### src/hdl/hslp_pkg.sv
// ----------------------------------------------------------------------------
// hslp_pkg
// Shared types and constants for the HTTP status line parser: item layouts,
// character classes handed from the front end to the back end, verdict codes.
// ----------------------------------------------------------------------------
package hslp_pkg;

  // Input item: one byte of the response buffer
  typedef struct packed {
    logic [7:0] byte_in;
    logic       last_byte;
  } hslp_in_t;

  // Result item: verdict and status code so far
  typedef struct packed {
    logic [1:0] verdict;
    logic [9:0] status_code;
  } hslp_out_t;

  // Verdict codes
  localparam logic [1:0] VERDICT_PENDING = 2'd0;
  localparam logic [1:0] VERDICT_DONE    = 2'd1;
  localparam logic [1:0] VERDICT_ERROR   = 2'd2;

  // Characters the parser looks for
  localparam logic [7:0] CH_H     = 8'h48;
  localparam logic [7:0] CH_T     = 8'h54;
  localparam logic [7:0] CH_P     = 8'h50;
  localparam logic [7:0] CH_SLASH = 8'h2F;
  localparam logic [7:0] CH_DOT   = 8'h2E;
  localparam logic [7:0] CH_SPACE = 8'h20;
  localparam logic [7:0] CH_CR    = 8'h0D;
  localparam logic [7:0] CH_LF    = 8'h0A;
  localparam logic [7:0] CH_ZERO  = 8'h30;
  localparam logic [7:0] CH_NINE  = 8'h39;

  // Character classes
  typedef enum logic [3:0] {
    CLS_H,
    CLS_T,
    CLS_P,
    CLS_SLASH,
    CLS_DOT,
    CLS_SPACE,
    CLS_CR,
    CLS_LF,
    CLS_DIGIT,
    CLS_OTHER
  } char_class_e;

  // Classified byte passed between front and back
  typedef struct packed {
    char_class_e cls;
    logic        nonzero;  // digit 1..9
    logic [3:0]  digit;
    logic        last;
  } hslp_token_t;

  // Queue depths (powers of two, at least 2)
  localparam int TOKEN_QUEUE_DEPTH  = 2;
  localparam int RESULT_QUEUE_DEPTH = 2;

endpackage

### src/hdl/hslp_fifo.sv
// ----------------------------------------------------------------------------
// hslp_fifo
// Small register queue with push/full and pop/empty. Depth must be a power of two; the block does not enforce it.
// ----------------------------------------------------------------------------
module hslp_fifo #(
  parameter int WIDTH = 8,
  parameter int DEPTH = 2
) (
  input  logic             clk_i,
  input  logic             rst_ni,
  input  logic             push_i,
  input  logic [WIDTH-1:0] wdata_i,
  output logic             full_o,
  input  logic             pop_i,
  output logic [WIDTH-1:0] rdata_o,
  output logic             empty_o
);

  localparam int PtrW = (DEPTH > 1) ? $clog2(DEPTH) : 1;
  localparam int CntW = $clog2(DEPTH + 1);

  logic [WIDTH-1:0] mem_q [DEPTH];
  logic [PtrW-1:0]  wr_ptr_q, rd_ptr_q;
  logic [CntW-1:0]  count_q;
  logic             do_wr, do_rd;

  assign full_o  = (count_q == CntW'(DEPTH));
  assign empty_o = (count_q == '0);
  assign do_wr   = push_i && !full_o;
  assign do_rd   = pop_i && !empty_o;
  assign rdata_o = mem_q[rd_ptr_q];

  // Pointers and fill count
  always_ff @(posedge clk_i or negedge rst_ni) begin
    if (!rst_ni) begin
      wr_ptr_q <= '0;
      rd_ptr_q <= '0;
      count_q  <= '0;
    end else begin
      if (do_wr) wr_ptr_q <= wr_ptr_q + PtrW'(1);
      if (do_rd) rd_ptr_q <= rd_ptr_q + PtrW'(1);
      if (do_wr && !do_rd) count_q <= count_q + CntW'(1);
      else if (do_rd && !do_wr) count_q <= count_q - CntW'(1);
    end
  end

  // Storage
  always_ff @(posedge clk_i) begin
    if (do_wr) mem_q[wr_ptr_q] <= wdata_i;
  end

endmodule

### src/hdl/hslp_front.sv
// ----------------------------------------------------------------------------
// hslp_front
// Accepts input bytes and classifies each into a token for the parser.
// ----------------------------------------------------------------------------
module hslp_front (
  input  hslp_pkg::hslp_in_t    item_i,
  input  logic                  push_i,
  input  logic                  q_full_i,
  output logic                  q_push_o,
  output hslp_pkg::hslp_token_t token_o
);
  import hslp_pkg::*;

  logic is_digit;

  assign is_digit = (item_i.byte_in >= CH_ZERO) && (item_i.byte_in <= CH_NINE);
  assign q_push_o = push_i && !q_full_i;

  // Byte classification
  always_comb begin
    token_o.nonzero = is_digit && (item_i.byte_in != CH_ZERO);
    token_o.digit   = item_i.byte_in[3:0];
    token_o.last    = item_i.last_byte;
    if (is_digit) begin
      token_o.cls = CLS_DIGIT;
    end else begin
      case (item_i.byte_in)
        CH_H:     token_o.cls = CLS_H;
        CH_T:     token_o.cls = CLS_T;
        CH_P:     token_o.cls = CLS_P;
        CH_SLASH: token_o.cls = CLS_SLASH;
        CH_DOT:   token_o.cls = CLS_DOT;
        CH_SPACE: token_o.cls = CLS_SPACE;
        CH_CR:    token_o.cls = CLS_CR;
        CH_LF:    token_o.cls = CLS_LF;
        default:  token_o.cls = CLS_OTHER;
      endcase
    end
  end

endmodule

### src/hdl/hslp_back.sv
// ----------------------------------------------------------------------------
// hslp_back
// Status line state machine: takes one token per cycle when one is queued and
// results have room; keeps phase, code and held verdict; one result per token.
// ----------------------------------------------------------------------------
module hslp_back (
  input  logic                  clk_i,
  input  logic                  rst_ni,
  input  hslp_pkg::hslp_token_t token_i,
  input  logic                  tok_empty_i,
  output logic                  tok_pop_o,
  input  logic                  res_full_i,
  output logic                  res_push_o,
  output hslp_pkg::hslp_out_t   result_o
);
  import hslp_pkg::*;

  typedef enum logic [3:0] {
    PH_START,
    PH_H,
    PH_HT,
    PH_HTT,
    PH_HTTP,
    PH_MAJOR_FIRST,
    PH_MAJOR,
    PH_MINOR_FIRST,
    PH_MINOR,
    PH_CODE,
    PH_AFTER_CODE,
    PH_TEXT,
    PH_NEED_LF
  } phase_e;

  phase_e     phase_q, phase_d, phase_adv;
  logic [9:0] acc_q, acc_d, acc_adv, acc_next_digit;
  logic [1:0] cnt_q, cnt_d, cnt_adv;
  logic [1:0] held_q, held_d, verdict_adv, verdict;
  logic       fire;

  assign fire       = !tok_empty_i && !res_full_i;
  assign tok_pop_o  = fire;
  assign res_push_o = fire;

  // acc * 10 + digit, kept to 10 bits
  assign acc_next_digit = {acc_q[6:0], 3'b000} + {acc_q[8:0], 1'b0} + {6'd0, token_i.digit};

  // One parse step
  always_comb begin
    phase_adv   = phase_q;
    acc_adv     = acc_q;
    cnt_adv     = cnt_q;
    verdict_adv = VERDICT_ERROR;
    case (phase_q)
      PH_START: if (token_i.cls == CLS_H) begin
        phase_adv = PH_H;  verdict_adv = VERDICT_PENDING;
      end
      PH_H: if (token_i.cls == CLS_T) begin
        phase_adv = PH_HT;  verdict_adv = VERDICT_PENDING;
      end
      PH_HT: if (token_i.cls == CLS_T) begin
        phase_adv = PH_HTT;  verdict_adv = VERDICT_PENDING;
      end
      PH_HTT: if (token_i.cls == CLS_P) begin
        phase_adv = PH_HTTP;  verdict_adv = VERDICT_PENDING;
      end
      PH_HTTP: if (token_i.cls == CLS_SLASH) begin
        phase_adv = PH_MAJOR_FIRST;  verdict_adv = VERDICT_PENDING;
      end
      PH_MAJOR_FIRST: if (token_i.nonzero) begin
        phase_adv = PH_MAJOR;  verdict_adv = VERDICT_PENDING;
      end
      PH_MAJOR: begin
        if (token_i.cls == CLS_DOT) begin
          phase_adv = PH_MINOR_FIRST;  verdict_adv = VERDICT_PENDING;
        end else if (token_i.cls == CLS_DIGIT) begin
          verdict_adv = VERDICT_PENDING;
        end
      end
      PH_MINOR_FIRST: if (token_i.cls == CLS_DIGIT) begin
        phase_adv = PH_MINOR;  verdict_adv = VERDICT_PENDING;
      end
      PH_MINOR: begin
        if (token_i.cls == CLS_SPACE) begin
          phase_adv = PH_CODE;  verdict_adv = VERDICT_PENDING;
        end else if (token_i.cls == CLS_DIGIT) begin
          verdict_adv = VERDICT_PENDING;
        end
      end
      PH_CODE: begin
        if (token_i.cls == CLS_SPACE) begin
          verdict_adv = VERDICT_PENDING;
        end else if (token_i.cls == CLS_DIGIT) begin
          acc_adv     = acc_next_digit;
          cnt_adv     = cnt_q + 2'd1;
          verdict_adv = VERDICT_PENDING;
          if (cnt_q == 2'd2) phase_adv = PH_AFTER_CODE;
        end
      end
      PH_AFTER_CODE: begin
        if (token_i.cls == CLS_SPACE || token_i.cls == CLS_DOT) begin
          phase_adv = PH_TEXT;  verdict_adv = VERDICT_PENDING;
        end else if (token_i.cls == CLS_CR) begin
          phase_adv = PH_NEED_LF;  verdict_adv = VERDICT_PENDING;
        end else if (token_i.cls == CLS_LF) begin
          verdict_adv = VERDICT_DONE;
        end
      end
      PH_TEXT: begin
        verdict_adv = VERDICT_PENDING;
        if (token_i.cls == CLS_CR) phase_adv = PH_NEED_LF;
        else if (token_i.cls == CLS_LF) verdict_adv = VERDICT_DONE;
      end
      PH_NEED_LF: if (token_i.cls == CLS_LF) verdict_adv = VERDICT_DONE;
      default: verdict_adv = VERDICT_ERROR;
    endcase
  end

  // Held verdict, end of buffer and restart
  always_comb begin
    phase_d = phase_q;
    acc_d   = acc_q;
    cnt_d   = cnt_q;
    verdict = held_q;
    if (held_q == VERDICT_PENDING) begin
      phase_d = phase_adv;
      acc_d   = acc_adv;
      cnt_d   = cnt_adv;
      verdict = verdict_adv;
      if (token_i.last && verdict_adv == VERDICT_PENDING) verdict = VERDICT_ERROR;
    end
    held_d = verdict;
    result_o.verdict     = verdict;
    result_o.status_code = acc_d;
    if (token_i.last) begin
      phase_d = PH_START;
      acc_d   = '0;
      cnt_d   = '0;
      held_d  = VERDICT_PENDING;
    end
  end

  // Parser state
  always_ff @(posedge clk_i or negedge rst_ni) begin
    if (!rst_ni) begin
      phase_q <= PH_START;
      acc_q   <= '0;
      cnt_q   <= '0;
      held_q  <= VERDICT_PENDING;
    end else if (fire) begin
      phase_q <= phase_d;
      acc_q   <= acc_d;
      cnt_q   <= cnt_d;
      held_q  <= held_d;
    end
  end

endmodule

### src/hdl/http_status_line_parser.sv
// ----------------------------------------------------------------------------
// http_status_line_parser
// Checks an HTTP response status line one byte per item and reports verdict
// and status code for every byte.
// ----------------------------------------------------------------------------
// Every accepted byte gives exactly one result item, in order. The block takes
// one byte per clock and delivers one result per clock when pop is held high.
// A byte's result is registered first in the token queue behind the classifier,
// then, through the parser state machine, in the result queue, where it can be
// popped. Both queues are TOKEN_QUEUE_DEPTH and RESULT_QUEUE_DEPTH entries
// deep, so a stalled consumer backs up into full only after those entries
// fill. A byte with last_byte set ends the buffer; the parser starts a new
// status line with the next byte.
module http_status_line_parser #(
  parameter int TokenDepth  = hslp_pkg::TOKEN_QUEUE_DEPTH,
  parameter int ResultDepth = hslp_pkg::RESULT_QUEUE_DEPTH
) (
  input  logic                clk_i,
  input  logic                rst_ni,
  input  logic                push,
  output logic                full,
  input  hslp_pkg::hslp_in_t  item_i,
  output logic                empty,
  input  logic                pop,
  output hslp_pkg::hslp_out_t result_o
);
  import hslp_pkg::*;

  hslp_token_t tok_w, tok_r;
  hslp_out_t   res_w;
  logic        tok_push, tok_full, tok_pop, tok_empty;
  logic        res_push, res_full;

  assign full = tok_full;

  // Classifier
  hslp_front u_front (
    .item_i   (item_i),
    .push_i   (push),
    .q_full_i (tok_full),
    .q_push_o (tok_push),
    .token_o  (tok_w)
  );

  // Token queue between classifier and parser
  hslp_fifo #(
    .WIDTH ($bits(hslp_token_t)),
    .DEPTH (TokenDepth)
  ) u_tok_q (
    .clk_i   (clk_i),
    .rst_ni  (rst_ni),
    .push_i  (tok_push),
    .wdata_i (tok_w),
    .full_o  (tok_full),
    .pop_i   (tok_pop),
    .rdata_o (tok_r),
    .empty_o (tok_empty)
  );

  // Parser
  hslp_back u_back (
    .clk_i       (clk_i),
    .rst_ni      (rst_ni),
    .token_i     (tok_r),
    .tok_empty_i (tok_empty),
    .tok_pop_o   (tok_pop),
    .res_full_i  (res_full),
    .res_push_o  (res_push),
    .result_o    (res_w)
  );

  // Result queue
  hslp_fifo #(
    .WIDTH ($bits(hslp_out_t)),
    .DEPTH (ResultDepth)
  ) u_res_q (
    .clk_i   (clk_i),
    .rst_ni  (rst_ni),
    .push_i  (res_push),
    .wdata_i (res_w),
    .full_o  (res_full),
    .pop_i   (pop),
    .rdata_o (result_o),
    .empty_o (empty)
  );

endmodule

### config.mk
export PLATFORM = sky130hd
export DESIGN_NAME = http_status_line_parser
export DESIGN_NICKNAME = d
export VERILOG_FILES = /design/src/hdl/hslp_pkg.sv /design/src/hdl/hslp_fifo.sv /design/src/hdl/hslp_front.sv /design/src/hdl/hslp_back.sv /design/src/hdl/http_status_line_parser.sv
export SDC_FILE = /design/constraint.sdc
export NUM_CORES = 1
export LEC_CHECK = 0
export CORE_MARGIN = 5
export CORE_UTILIZATION = 50
export CTS_CLUSTER_DIAMETER = 60
export DETAILED_ROUTE_END_ITERATION = 10
export DONT_BUFFER_PORTS = 1
export PLACE_DENSITY_LB_ADDON = 0.05
export SLEW_MARGIN = 20
export SYNTH_ARGS = -nofsm -noshare
export SYNTH_HDL_FRONTEND = slang
export SYNTH_SLANG_ARGS = --single-unit
### constraint.sdc
create_clock -name clk_i -period 3.85 [get_ports clk_i]
set_input_delay 0.77 -clock clk_i [delete_from_list [all_inputs] [get_ports clk_i]]
set_output_delay 0.77 -clock clk_i [all_outputs]
set_load 0.005 [all_outputs]
==> results of run 1 <==
-- through the flow --
| step | setup slack (ps) | hold slack (ps) |
|---|---|---|
| after detailed placement | 848 | 477 |
| after global routing | 688 | 79.2 |
| after global placement | 907 | 475 |
| after floorplan | 648 | 454 |
| final | 822 | 113 |
| after CTS | 830 | 89.5 |
-- report_power, final --
group	internal [W]	switching, W
registers	0.00106	0.000146
clock network	0.000375	0.000299
logic	0.000367	0.000509
-- cell families after synthesis --
group,Yosys count,share of synthesized area [%]
buf+inv,30,3.54
mux,29,7.93
compound gates,75,13.7
simple gates,105,15.4
flops,70,49.0
xor+xnor,19,4.13
fa+ha+maj,19,6.28
-- layer usage --
metal / part of all wire, % / up-vias / global-route usage (%) / wire (µm)
met3: 4.9 / 7 / 5.61 / 383
met2: 41 / 48 / 22.5 / 3190
met4: 1.0 / 0 / 4.41 / 79
li1: - / 1306 / - / -
met1: 53 / 1314 / 25.9 / 4170
met5: 0 / - / 0 / 0
-- placed cells by master (no fill, tap or decap), types with 3 or more instances in the layout --
master,synthesis,final
a22o_1,6,6
nand3_1,3,3
ha_1,17,17
a21o_1,4,4
nand3b_1,5,5
nor3_1,10,10
nand2b_1,3,3
edfxtp_1,44,44
a21oi_1,10,10
nor2_1,27,26
nor3b_1,4,4
dfrtp_1,26,26
and2_1,7,7
xor2_1,3,3
mux2_2,23,23
nand2_1,16,16
inv_1,14,14
buf_4,2,6
mux2i_1,6,6
nand4_1,3,3
nor2b_1,5,5
and3b_1,3,3
a32o_1,5,5
clkbuf_8,0,9
o21ai_0,18,18
xnor2_1,16,16
o22ai_1,3,3
-- cell type report --
type	instances	area share [%]
Inverter	14	1.21
Timing Repair Buffer	6	1.04
Clock inverter	7	2.42
Sequential cell	70	45.4
Tap cell	102	2.94
Clock buffer	9	2.85
Multi-Input combinational cell	247	44.2
-- flip-flops by register name, indices dropped and copies added (netlist names), 2 cells and up --
| signal | flops |
|---|---|
| u_tok_q.count_q | 2 |
| u_tok_q.mem_q | 20 |
| u_res_q.mem_q | 24 |
| u_res_q.count_q | 2 |
| u_back.acc_q | 10 |
| u_back.cnt_q | 2 |
| u_back.held_q | 2 |
| u_back.phase_q | 4 |
-- how the worst min path moves through the flow --
stage                          startpoint               end  slack (ps)
after global placement    u_back.cnt_q[1]   u_back.cnt_q[1]         470
after detailed placement           rst_ni  u_res_q.rd_ptr_q         480
after floorplan           u_back.cnt_q[1]   u_back.cnt_q[1]         450
after global routing               rst_ni   u_back.cnt_q[0]          80
after CTS                          rst_ni   u_back.cnt_q[0]          90
final                              rst_ni   u_back.acc_q[7]         110
==> out/results.ini, run 1 <==
[status]
status=complete, no violations

[global_route]
grt_max_degree=27
grt.total_usage_pct=16.8
antenna_found_initial=0
grt_pass1_wl_um=13100
grt_pass1_vias=2501
gr-total-overflow=0

[run]
drv_cap=0

[floorplanning]
io_pins=27
core_um2=7770
die_h_um=99.7
start_util_pct=51.8
fp.dieW_um=99.7
dieArea_um2=9950
row_count=32

[sta]
tightest_slew_ps=844
hold_viol=0
slew_headroom_pct=43.3
finalSetupViolations=0
setup_tns_ps=0
final.min_clock_period_ps=3030
rsz0062_at_grt=false
maxSlewViolCount=0
fin_crit_sh_pct=78.7
fmax_mhz=330
skew_ps=11.4

[cts]
ctsHoldBuffers=0
cts_buffers=9
cts.clk_slew.worst_paths_ps=80
root_buffer=clkbuf_8
clk_latency_ps=340
cts_resized=0
htree_num_levels=3
cts_num_sinks=70
cts_setup_buffers=0
cts_tree=done
clk_path_buf_depth=2

[worst_setup_path]
r2r_slack_ps=820
slowest_delay_ps=440
cp-end-kind=flop
worstSetupPathDepth=10
r2r_cells=10
reg2reg_to=u_res_q.mem_q[0][9]
worstPathBufferInverterCount=1
cp_cell_sequence=mux2i_1 -> fa_1 -> inv_1 -> ha_1 -> a21oi_1 -> nor2b_1 -> o31a_1 -> o41ai_1 -> xnor2_1 -> mux2_2
cp_top_family=compound AO/OA/AOI/OAI gates
critPathArrivalTime_ps=3120
timing.rr.start=u_tok_q.rd_ptr_q
cp-endpoint=u_res_q.mem_q[0][9]
cp-startpoint=u_tok_q.rd_ptr_q
critPathKind=flop to flop
start_kind=flop
cp_slowest_cell=fa_1
crit_fanout=4
required_ps=3950

[finish]
layout.nets=380
finalInstanceArea_um2=4350
multi_input_area_um2=1920
nFillCells=664
final_util_pct=56.0
regArea_um2=1970
n_antenna_cell=0
area_growth_pct=8.02
instances_no_fill=455
layout-drive-gt1-share_pct=17.3

[routing]
drcViolationCount=0
route.vias.total=2675
drt-initial-drc-count=132
wl_per_cell_um=17.2
wl_um=7830
ant_nets=0
viasPerCell=5.88
drtPass1Iterations=5

[synthesis]
yosys_warnings=0
synth_seq_cells=70
synth_cell_types=70
synth_most_common_cell=edfxtp_1
netlist_area_um2=4030
syn_inst=347
synth_fp_nets=379
synth_edf_count=44
synth_top_area_share_pct=32.8
synth_commonest_cells=edfxtp_1 (44), nor2_1 (27), dfrtp_1 (26)
async_flop_share_pct=37.1
synth.area.top_cells=edfxtp_1 (33%), dfrtp_1 (16%), mux2_2 (6.4%)
ys.flop_type=edfxtp_1
avgSynthCellArea_um2=11.6
ys_seq_area_share_pct=49.0
synth_top_cell_by_area=edfxtp_1

[placed_design]
place_hpwl_um=5620
port_buffers=0
dp_cells=439
gp_congestion=0.839
placed_area_um2=4120

[min_path]
hold_class=input pin to asynchronous set/reset pin

[power]
cellLeakagePower_nw=1.66
total_power_w=0.00276
ir_drop_mv=0.372
power_density_nw_per_um2=634

Power figures use the tool's default switching activity.
==> run 2, diff against run 1 <==
--- a/config.mk
+++ b/config.mk
@@ -5,6 +5,7 @@
 export SDC_FILE = /design/constraint.sdc
 export NUM_CORES = 1
 export LEC_CHECK = 0
+export ABC_AREA = 1
 export CORE_MARGIN = 5
 export CORE_UTILIZATION = 50
 export CTS_CLUSTER_DIAMETER = 60
==> constraint.sdc (replaced) <==
create_clock -name clk_i -period 3.05 [get_ports clk_i]
set_input_delay 0.61 -clock clk_i [delete_from_list [all_inputs] [get_ports clk_i]]
set_output_delay 0.61 -clock clk_i [all_outputs]
set_load 0.005 [all_outputs]
==> run 2 against run 1 <==
  * Cell count rose by 38%
  * Critical path type unchanged
  * Synthesized area grew 2.3%
  * Critical endpoint is now u_res_q.mem_q[0][8]
  * Flip-flop and latch count stayed put
==> out/results.ini, run 2 <==
[status]
status=complete, no violations

[power]
power.switching_w=0.00157
ir_drop_mv=0.463
cellLeakagePower_nw=2.18
seq_power_share_pct=40.2
power_frac_comb_pct=41.1
total_power_w=0.00371
pwr-share-clk_pct=18.7
p_int_w=0.00214
switching_share_pct=42.3
power_density_nw_per_um2=833

[global_route]
antenna_found_initial=0
grt.total_usage_pct=18.6
grt_pass1_wl_um=15000
grt_pass1_vias=3133
gr-total-overflow=0
grt_max_degree=27

[sta]
setup_tns_ps=0
hold_viol=0
tightest_slew_ps=858
slew_headroom_pct=42.6
rsz0062_at_grt=false
finalSetupViolations=0
fmax_mhz=396
final.min_clock_period_ps=2530
skew_ps=13.3
maxSlewViolCount=0
fin_crit_sh_pct=82.9

[finish]
layout.nets=551
top_register=u_res_q.mem_q
largest_reg_flops=24
final_common_cell=nand2_1
final_cell_mix=nand2_1 (174), inv_1 (61), nor2_1 (51), edfxtp_1 (44), nand3_1 (28)
layout-drive-gt1-share_pct=8.59
finalInstanceArea_um2=4460
n_antenna_cell=0
area_growth_pct=8.26
reg_top3=u_res_q.mem_q (24), u_tok_q.mem_q (20), u_back.acc_q (10)

[routing]
ant_nets=0
drtPass1Iterations=4
route.vias.total=3219
viasPerCell=5.12
wl_um=8720
drt-initial-drc-count=134
wl_per_cell_um=13.9
drcViolationCount=0

[cts]
cts_buffers=9
htree_num_levels=3
clk_path_buf_depth=2
cts_num_sinks=70
root_buffer=clkbuf_8
clk_latency_ps=340
cts.clk_slew.worst_paths_ps=90
cts_tree=done

[synthesis]
synth_edf_count=44
synth_commonest_cells=nand2_1 (174), inv_1 (61), nor2_1 (51)
synth_most_common_cell=nand2_1
avgSynthCellArea_um2=8.11
synth_cell_types=40
ys_seq_area_share_pct=47.9
synth.area.top_cells=edfxtp_1 (32%), nand2_1 (16%), dfrtp_1 (16%)
synth_top_cell_by_area=edfxtp_1
netlist_area_um2=4120
synth_fp_nets=540
async_flop_share_pct=37.1
syn_inst=508
synth_seq_cells=70
yosys_warnings=0
synth_top_area_share_pct=32.1
ys.flop_type=edfxtp_1

[floorplanning]
core_um2=8130
fp.dieW_um=101
row_count=33
dieArea_um2=10200
io_pins=27
die_h_um=101
start_util_pct=50.6

[placed_design]
gp_congestion=0.889
port_buffers=0
place_hpwl_um=6520
placed_area_um2=4260

[worst_setup_path]
crit_fanout=12
critPathKind=flop to flop
start_kind=flop
critPathArrivalTime_ps=2620
required_ps=3140
cp-end-kind=flop

[run]
drv_cap=0

[min_path]
hold_class=input pin to asynchronous set/reset pin

run 2: cell types whose count changed after synthesis, sizes merged, moves of 9 or more:
cell	change
a21oi	+9
nor2	+29
inv	+48
nand2	+162
nand3	+26
xnor2	-14
mux2	-23
run 2: kinds of logic after synthesis:
group                    synth area share [%]
flip-flops                               47.9
AND/OR/NAND/NOR                          29.3
buffers and inverters                    7.14
XOR/XNOR                                 2.13
adder cells (fa/ha/maj)                  6.14
multiplexers                            0.243
AO/OA/AOI/OAI                            7.23
run 2: repair_timing:
item | CTS | global route
hold buffers | 1 | 0
hold endpoints to repair | 26 | 0
buffers inserted | 0 | 0
gates resized for setup | 0 | 0
run 2: path summary, 6_finish.rpt:
| check | from | end | slack [ps] | cells past startpoint |
|---|---|---|---|---|
| worst min register to register | u_back.acc_q[9] | u_back.acc_q[9] | 500 | 2 |
| worst min-delay path | rst_ni | u_back.acc_q[6] | 80 | 1 |
| min in group clk_i | item_i[4] | u_tok_q.mem_q[0][4] | 360 | 0 |
| max in group asynchronous | rst_ni | u_res_q.wr_ptr_q | 2800 | 1 |
| worst max-delay path | u_tok_q.rd_ptr_q | u_res_q.mem_q[0][8] | 520 | 11 |
| worst max register to register | u_tok_q.rd_ptr_q | u_res_q.mem_q[0][8] | 520 | 11 |
run 2: worst max-delay path, stage by stage, from the launching register on:
cell and delay [ps]:
dfrtp_1 440, inv_2 200, nand2_1 70, nand2_1 60, ha_1 230, ha_1 250
fa_1 440, nand4_1 120, o211ai_1 100, xor2_1 150, nand2_1 60, and2_2 190
run 2: power groups by stage:
stage	logic, W	registers (W)	clock network, W
floorplan	0.00116	0.00145	0
global placement	0.00149	0.00151	0
detailed placement	0.00152	0.00151	0
CTS	0.00154	0.00149	0.000704
global route	0.00174	0.00153	0.000753
finish	0.00153	0.00149	0.000694
run 2: stage by stage:
| step | setup WS [ps] | hold slack [ps] | cells | util [%] |
|---|---|---|---|---|
| final | 522 | 79.6 | 629 | 54.8 |
| after global routing | 317 | 73.5 | 629 | 54.8 |
| after CTS | 515 | 75.9 | 629 | 54.8 |
| after detailed placement | 538 | 316 | 612 | 52.3 |
| after global placement | 594 | 316 | 612 | 52.3 |
| after floorplan | 530 | 314 | 508 | - |
run 2: final cells by class:
type	instances	area (µm²)
flip-flops and latches	70	1970
fillers	774	3670
repair buffers	10	87.6
clock inverters	6	45.0
clock buffers	10	138
multi-input cells	366	1850
well taps	105	131
inverters	62	233
run 2: routing by layer:
layer | routed length (µm) | global-route usage (%)
met3 | 330 | 3.18
met2 | 3940 | 28.1
met1 | 4340 | 27.3
met5 | 0 | 0
met4 | 110 | 6.01
==> run 3, diff against run 2 <==
==> constraint.sdc (replaced) <==
create_clock -name clk_i -period 2.2 [get_ports clk_i]
set_input_delay 0.44 -clock clk_i [delete_from_list [all_inputs] [get_ports clk_i]]
set_output_delay 0.44 -clock clk_i [all_outputs]
set_load 0.005 [all_outputs]
==> run 3 against run 2 <==
  * The run now ends with setup timing left
  * Non-clock buffer count grew 21
  * Count of clock-buffer cells in the layout fell by 1
  * Sequential share of layout area is 3.1 points lower
  * First-iteration DRC count up 22%
  * Total power rose by 49%
  * Via count up 4.4%
  * Cell count grew 3.3%
  * Combinational power grew 56%
  * Global-route usage rose by 0.35 points
  * Wire length is 4.7% higher
  * Setup slack worse by 640 ps
  * Largest cell class is now multi-input combinational cells
  * Largest power group unchanged
==> out/results.ini, run 3 (synthesis results as in run 2) <==
[finish]
final_cell_mix=nand2_1 (172), inv_1 (59), nor2_1 (48), edfxtp_1 (44), buf_4 (27)
largest_reg_flops=24
top_register=u_res_q.mem_q
reg_top3=u_res_q.mem_q (24), u_tok_q.mem_q (20), u_back.acc_q (10)
regArea_um2=1970
n_antenna_cell=0
final_util_pct=58.9
area_growth_pct=16.4
nFillCells=741
multi_input_area_um2=2000
instances_no_fill=650
layout-drive-gt1-share_pct=15.8
layout.nets=572
final_common_cell=nand2_1

[power]
power_density_nw_per_um2=1150
cellLeakagePower_nw=2.32
ir_drop_mv=0.682

[sta]
final.min_clock_period_ps=2320
fin_crit_sh_pct=105
finalSetupViolations=12
hold_ws_ps=197
tightest_slew_ps=1010
maxSlewViolCount=0
setup_slack_ps=-117
hold_viol=0
rsz0062_at_grt=true
slew_headroom_pct=32.5
fmax_mhz=432
skew_ps=13.4

[floorplanning]
start_util_pct=50.6
core_um2=8130
io_pins=27
fp.dieW_um=101
dieArea_um2=10200
row_count=33
die_h_um=101

[placed_design]
gp_congestion=0.903
place_hpwl_um=6760
place_ws_ps=-103
port_buffers=0
dp_cells=629

[min_path]
hold_class=input pin to flop
min_from=item_i[1]
holdPathStages=0
holdPathEnd=u_tok_q.mem_q[0][1]

[global_route]
gr-total-overflow=0
antenna_found_initial=0
grt_pass1_vias=3160
grt.total_usage_pct=18.9
grt_pass1_wl_um=15200
grt_max_degree=27

[worst_setup_path]
timing.rr.start=u_tok_q.rd_ptr_q
critPathKind=flop to flop
r2r_cells=9
start_kind=flop
critPathArrivalTime_ps=2420
required_ps=2310
crit_fanout=4
r2r_slack_ps=-120
reg2reg_to=u_res_q.mem_q[0][8]
cp-end-kind=flop

[routing]
viasPerCell=5.17
drcViolationCount=0
wl_um=9140
wl_per_cell_um=14.1
route.vias.total=3360
ant_nets=0
drt-initial-drc-count=163
drtPass1Iterations=5

[cts]
htree_num_levels=3
cts_num_sinks=70
clk_path_buf_depth=2
cts_tree=done
clk_latency_ps=340
root_buffer=clkbuf_8
cts_buffers=9
cts.clk_slew.worst_paths_ps=90

[status]
status=finished, violations left
violations=setup timing

[run]
drv_cap=0

-- run 3: routing by layer --
| metal | wire, µm | up-vias | global-route usage [%] |
|---|---|---|---|
| met3 | 399 | 6 | 3.18 |
| met4 | 78 | 0 | 5.28 |
| met1 | 4490 | 1566 | 27.2 |
| met5 | 0 | - | 0 |
| met2 | 4170 | 78 | 29.7 |
| li1 | - | 1710 | - |
-- run 3: power breakdown --
part | switching (W) | internal (W) | total, W | leakage [nW]
sequential | 0.000196 | 0.00186 | 0.00205 | 0.754
combinational | 0.00154 | 0.000834 | 0.00238 | 1.47
clock | 0.000548 | 0.000536 | 0.00108 | 0.0929
total | 0.00229 | 0.00323 | 0.00551 | 2.32
-- run 3: repair_timing --
item | in CTS | in global routing
setup endpoints to repair | 15 | 25
resized for setup | 7 | 16
hold buffers | 2 | 0
pin swaps | 9 | 9
setup buffers | 0 | 3
endpoints found under the hold margin | 26 | 0
-- run 3: final cells by class --
cell class	count	share of cell area [%]
repair buffers	31	5.32
flip-flops and latches	70	41.1
inverters	62	4.86
clock inverters	7	1.64
clock buffers	9	2.58
multi-input cells	366	41.7
well taps	105	2.74
-- run 3: worst max path at each step --
stage,startpoint,end,slack (ps),depth (start not counted)
floorplan,u_tok_q.rd_ptr_q,u_res_q.mem_q[0][8],-140,10
global route,u_tok_q.rd_ptr_q,u_res_q.mem_q[0][8],-190,9
detailed placement,u_tok_q.rd_ptr_q,u_res_q.mem_q[1][8],-100,11
CTS,u_tok_q.rd_ptr_q,u_res_q.mem_q[0][8],-110,11
global placement,u_tok_q.rd_ptr_q,u_res_q.mem_q[1][8],-60,9
finish,u_tok_q.rd_ptr_q,u_res_q.mem_q[0][8],-120,9
-- run 3: worst max-delay path, stage by stage (launching register included) --
cell and delay, ps:
dfrtp_1 430, mux2i_1 150, fa_1 510, inv_2 60, fa_2 370, nand4_1 90, o211ai_1 110, xor2_1 160
nand2_1 70, and2_4 140
-- run 3: per-stage QoR --
stage	TNS (ps)	area, µm²	total power, W
3_5_place_dp	-613	4420	0.00434
4_1_cts	-513	4690	0.00545
2_1_floorplan	-856	4160	0.00363
6_report	-546	4790	0.00551
5_1_grt	-2090	4790	0.00592
3_3_place_gp	-167	4420	0.00429
